===== config.mk =====
export PLATFORM = sky130hd
export DESIGN_NAME = mfu_ctrl
export DESIGN_NICKNAME = d
export VERILOG_FILES = /design/src/design/mfu_pkg.sv /design/src/design/mfu_ctrl.sv
export SDC_FILE = /design/constraint.sdc
export NUM_CORES = 1
export LEC_CHECK = 0
export BUFFER_PORTS_ARGS = -buffer_cell sky130_fd_sc_hd__buf_2
export CAP_MARGIN = 25
export CELL_PAD_IN_SITES_DETAIL_PLACEMENT = 0
export CELL_PAD_IN_SITES_GLOBAL_PLACEMENT = 1
export CORE_AREA = 8 8 62 64
export CTS_BUF_LIST = sky130_fd_sc_hd__clkbuf_4 sky130_fd_sc_hd__clkbuf_8 sky130_fd_sc_hd__clkbuf_16
export CTS_CLUSTER_SIZE = 12
export DETAILED_ROUTE_END_ITERATION = 7
export DIE_AREA = 0 0 70 72
export GPL_TIMING_DRIVEN = 0
export PLACE_DENSITY = 0.68
export REMOVE_ABC_BUFFERS = 1
export SLEW_MARGIN = 30
export SYNTH_ARGS = -nofsm -noshare
export SYNTH_HDL_FRONTEND = slang
export SYNTH_SLANG_ARGS = --single-unit

===== constraint.sdc =====
create_clock -name clk -period 1.9 [get_ports clk]
set_clock_uncertainty 0.2 [all_clocks]
set_input_delay 0.095 -clock clk [delete_from_list [all_inputs] [get_ports clk]]
set_output_delay 0.095 -clock clk [all_outputs]
set_load 0.02 [all_outputs]

===== src/design/mfu_pkg.sv =====
// Shared constants, codes and control structures of the multicycle functional unit.
package mfu_pkg;

  // Local data memory.
  localparam int MEM_WORDS = 1024;
  localparam int ADDR_W    = (MEM_WORDS > 1) ? $clog2(MEM_WORDS) : 1;

  // Iterative divider.
  localparam int DIV_STEPS = 32;
  localparam int DCNT_W    = $clog2(DIV_STEPS);

  // Command codes of an input item.
  localparam logic [1:0] CMD_ISSUE   = 2'd0;
  localparam logic [1:0] CMD_TICK    = 2'd1;
  localparam logic [1:0] CMD_COLLECT = 2'd2;
  localparam logic [1:0] CMD_RELEASE = 2'd3;

  // Unit kinds.
  localparam logic [1:0] KIND_NONE = 2'd0;
  localparam logic [1:0] KIND_ADD  = 2'd1;
  localparam logic [1:0] KIND_MUL  = 2'd2;
  localparam logic [1:0] KIND_MEM  = 2'd3;

  // Configuration register indexes.
  localparam logic [1:0] CFG_UNIT_KIND   = 2'd0;
  localparam logic [1:0] CFG_FIRST_CYC   = 2'd1;
  localparam logic [1:0] CFG_SECOND_CYC  = 2'd2;

  // Source of the output register.
  localparam logic [1:0] SEL_NOW  = 2'd0;
  localparam logic [1:0] SEL_DIV  = 2'd1;
  localparam logic [1:0] SEL_LOAD = 2'd2;

  localparam logic [7:0] CNT_MAX = 8'd255;

  typedef struct packed {
    logic              take;
    logic              out_load;
    logic [1:0]        out_sel;
    logic              div_start;
    logic              div_step;
    logic              clr_we;
    logic [ADDR_W-1:0] clr_addr;
  } ctrl_cmd_t;

  typedef struct packed {
    logic needs_div;
    logic needs_load;
  } dp_stat_t;

endpackage


===== src/design/mfu_ctrl.sv =====
// Controller: memory clearing pass, command sequencing and output handshake.
module mfu_ctrl (
  input  logic               clk,
  input  logic               rst_n,
  input  logic               in_valid,
  output logic               in_ready,
  output logic               out_valid,
  input  logic               out_ready,
  input  mfu_pkg::dp_stat_t  stat,
  output mfu_pkg::ctrl_cmd_t ctrl
);
  import mfu_pkg::*;

  localparam logic [2:0] ST_CLEAR = 3'd0;
  localparam logic [2:0] ST_IDLE  = 3'd1;
  localparam logic [2:0] ST_DIV   = 3'd2;
  localparam logic [2:0] ST_DFIN  = 3'd3;
  localparam logic [2:0] ST_LOAD  = 3'd4;

  logic [2:0]        state_r, state_nxt;
  logic [ADDR_W-1:0] clr_r, clr_nxt;
  logic [DCNT_W-1:0] dcnt_r, dcnt_nxt;
  logic              out_valid_r, out_valid_nxt;

  assign out_valid = out_valid_r;

  always_comb begin
    state_nxt     = state_r;
    clr_nxt       = clr_r;
    dcnt_nxt      = dcnt_r;
    in_ready      = 1'b0;
    ctrl          = '0;
    ctrl.clr_addr = clr_r;
    case (state_r)
      ST_CLEAR: begin
        ctrl.clr_we = 1'b1;
        clr_nxt     = clr_r + 1'b1;
        if (clr_r == ADDR_W'(MEM_WORDS - 1)) begin
          state_nxt = ST_IDLE;
        end
      end
      ST_IDLE: begin
        in_ready  = !out_valid_r || out_ready;
        ctrl.take = in_valid && in_ready;
        if (ctrl.take) begin
          if (stat.needs_div) begin
            ctrl.div_start = 1'b1;
            dcnt_nxt       = '0;
            state_nxt      = ST_DIV;
          end else if (stat.needs_load) begin
            state_nxt = ST_LOAD;
          end else begin
            ctrl.out_load = 1'b1;
            ctrl.out_sel  = SEL_NOW;
          end
        end
      end
      ST_DIV: begin
        ctrl.div_step = 1'b1;
        dcnt_nxt      = dcnt_r + 1'b1;
        if (dcnt_r == DCNT_W'(DIV_STEPS - 1)) begin
          state_nxt = ST_DFIN;
        end
      end
      ST_DFIN: begin
        ctrl.out_load = 1'b1;
        ctrl.out_sel  = SEL_DIV;
        state_nxt     = ST_IDLE;
      end
      ST_LOAD: begin
        ctrl.out_load = 1'b1;
        ctrl.out_sel  = SEL_LOAD;
        state_nxt     = ST_IDLE;
      end
      default: begin
        state_nxt = ST_IDLE;
      end
    endcase
  end

  always_comb begin
    out_valid_nxt = out_valid_r;
    if (ctrl.out_load) begin
      out_valid_nxt = 1'b1;
    end else if (out_ready) begin
      out_valid_nxt = 1'b0;
    end
  end

  always_ff @(posedge clk) begin
    if (!rst_n) begin
      state_r     <= ST_CLEAR;
      clr_r       <= '0;
      dcnt_r      <= '0;
      out_valid_r <= 1'b0;
    end else begin
      state_r     <= state_nxt;
      clr_r       <= clr_nxt;
      dcnt_r      <= dcnt_nxt;
      out_valid_r <= out_valid_nxt;
    end
  end

endmodule


==> results.toml <==
[power]
finalPower_mw = 0.667
vdd_drop_max_mv = 0.318
leakage_nw = 0.533
p_per_area_nw_per_um2 = 573

[setup_path]
path_cells = "or3_1 > inv_1 > buf_2"
start_kind = "register"
path_max_fanout = 7
regToRegStartpoint = "clr_r[1]"
arrival_ns = 1.51
worst_ep_required_time_ns = 1.60
crit_slowest_cell = "or3_1"
crit_type = "reg -> out"
r2r_slack_ns = 0.10
cp-startpoint = "state_r[2]"
critical-path-max-stage-delay_ns = 0.51
crit_path_end_kind = "output pin"
r2r-end = "clr_r[8]"
r2r_cells = 5

[sta]
rsz0062_at_grt = "true"
period_share = 0.951
setup_violations = 0
period_needed_ns = 1.81
slew_viol_final = 0
worst_pin_slew_ns = 0.345
max_freq_ghz = 0.553
tns_ns = 0
fin_ws_ns = 0.0924
hold_viol = 0
slew_headroom = 0.770

[routing]
viasPerCell = 4.88
ant_nets = 0
drt_first_pass_iters = 2
drtIter0Drc = 23
drc_errors = 0
routedWlPerCell_um = 11.9
num_vias = 805
wl_um = 1960

[flow_run]
max_cap_viol_count = 0

[placement]
finalWeightedCongestion = 0.715
dp_hpwl_um = 1520
dp_slack_ns = -0.0357
placed_area_um2 = 1050
io_buffers = 24

[floorplan]
core-area_um2 = 2900
ios = 25
start_util = 0.316
row_count = 20
fp.dieH_um = 72
die_w_um = 70
die_area_um2 = 5040

[synth]
synth_most_common_cell = "dfxtp_1"
syn-cell-area_um2 = 916
ys_ff_latch = 19
synth_edf_count = 0
yosys.area.top_type = "dfxtp_1"
avgSynthCellArea_um2 = 8.81
netlist.area_leader.share = 0.415
synthCells = 104
synth_cell_type_count = 31
async_flop_share = 0
yosys_warnings = 0
synth-seq-area-share = 0.415
yosys-top-cells-area = "dfxtp_1 42%, xnor2_1 7.7%, and2_1 5.5%"
ys.flop_type = "dfxtp_1"
synthTopCellsByCount = "19 x dfxtp_1, 8 x and2_1, 8 x xnor2_1, 7 x nand2_1, 7 x nand3_1"

[hold_path]
min_from = "in_valid"
whs_path_depth = 5
hold_path.class = "in -> reg"
holdPathEnd = "state_r[1]"

[global_routing]
grt_max_degree = 24
grt_pass1_wl_um = 3650
grtUsageTotal = 0.0848
grt_pass1_vias = 893
overflow = 0
antenna_found_initial = 0

[cts]
clockBufferDepth = 2
clkSinkCount = 19
clk_pin_slew_worst_paths_ns = 0.12
clk_latency_ns = 0.30
cts_tree = "done"
cts.htree.levels = 1
cts-root-buf = "clkbuf_4"
cts_buffers = 3

[finish]
antennaDiodeCount = 0
drive_above_1_share = 0.311
multi_input_area_um2 = 518
nNetsFinal = 142
areaGrowthSynthToFinish_pct = 27.0
finalInstanceArea_um2 = 1160
fillers = 314
layout.area.seq_um2 = 388

[outcome]
status = "complete, no violations"
## registers in the layout, summed over array words and instances (netlist names)
register,flops
clr_r,10
dcnt_r,5
state_r,3
out_valid,1
## through the flow
stage | utilization | cells | hold slack (ns)
floorplan | - | 99 | 0.0128
global placement | 0.363 | 156 | 0.185
detailed placement | 0.363 | 156 | 0.183
CTS | 0.393 | 165 | 0.0484
global route | 0.401 | 165 | 0.0958
finish | 0.401 | 165 | 0.0958
## report_power, final
group	total (mW)	leakage (nW)	internal, mW	switching (mW)
sequential	0.411	0.155	0.403	0.00764
clock	0.206	0.0177	0.0783	0.127
combinational	0.0498	0.360	0.0221	0.0277
total	0.667	0.533	0.504	0.163
## logic make-up after synthesis
kind of cell,Yosys count,synth area share
simple gates,52,0.325
flops,19,0.415
xor+xnor,11,0.105
buf+inv,10,0.0464
compound gates,9,0.0669
fa+ha+maj,3,0.0410
## worst max-delay path: cells and delay by family (launching register included)
family	cells	cell delay, ns
simple gates	1	0.51
flops	1	0.37
buf+inv	2	0.34
## placed cells by master, fill, tap and decap left out, drive strengths merged
master	synthesis	final
a2bb2oi	1	1
o22ai	1	1
nor3b	1	1
clkinv	0	1
nand4	5	5
dlygate4sd3	0	4
or3	2	2
nand2b	2	2
clkbuf	3	3
o21a	1	1
a21boi	2	2
o21ai	2	2
a21oi	1	1
and2	8	8
ha	3	3
or4b	1	1
xor2	3	3
nand2	7	7
a211o	1	1
dfxtp	19	19
xnor2	8	8
nor4	2	2
nor3	7	7
or2b	1	1
inv	5	5
nand3	7	7
and3	3	3
nor2b	2	2
nor2	3	3
and4b	1	1
buf	2	25
## layer usage
| layer | GRT usage | vias up | share of wire |
|---|---|---|---|
| li1 | - | 413 | - |
| met1 | 0.0908 | 371 | 0.49 |
| met2 | 0.144 | 21 | 0.44 |
| met3 | 0.0368 | 0 | 0.072 |
| met4 | 0.0335 | 0 | 0 |
| met5 | 0 | - | 0 |
## layout make-up
cell class              count  area share
repair buffers             29       0.146
clock buffers               3      0.0194
well taps                  33      0.0355
flip-flops and latches     19       0.333
multi-input cells          75       0.445
clock inverters             1     0.00430
inverters                   5      0.0161
## how the worst max path moves through the flow
stage	to	slack [ns]	depth (start not counted)
after detailed placement	clr_r[8]	-0.04	5
after floorplan	clr_r[8]	-0.02	5
after CTS	ctrl[12]	0.002	5
final	ctrl[10]	0.09	3
after global routing	clr_r[8]	-0.04	5
after global placement	clr_r[8]	-0.02	5
## repair_timing
action	in CTS	in global routing
pin swaps	1	0
gates resized for setup	7	7
endpoints found under the hold margin	6	0
buffers inserted	1	0
hold buffers	4	0
setup endpoints to repair	4	9
Power figures use the tool's default switching activity.
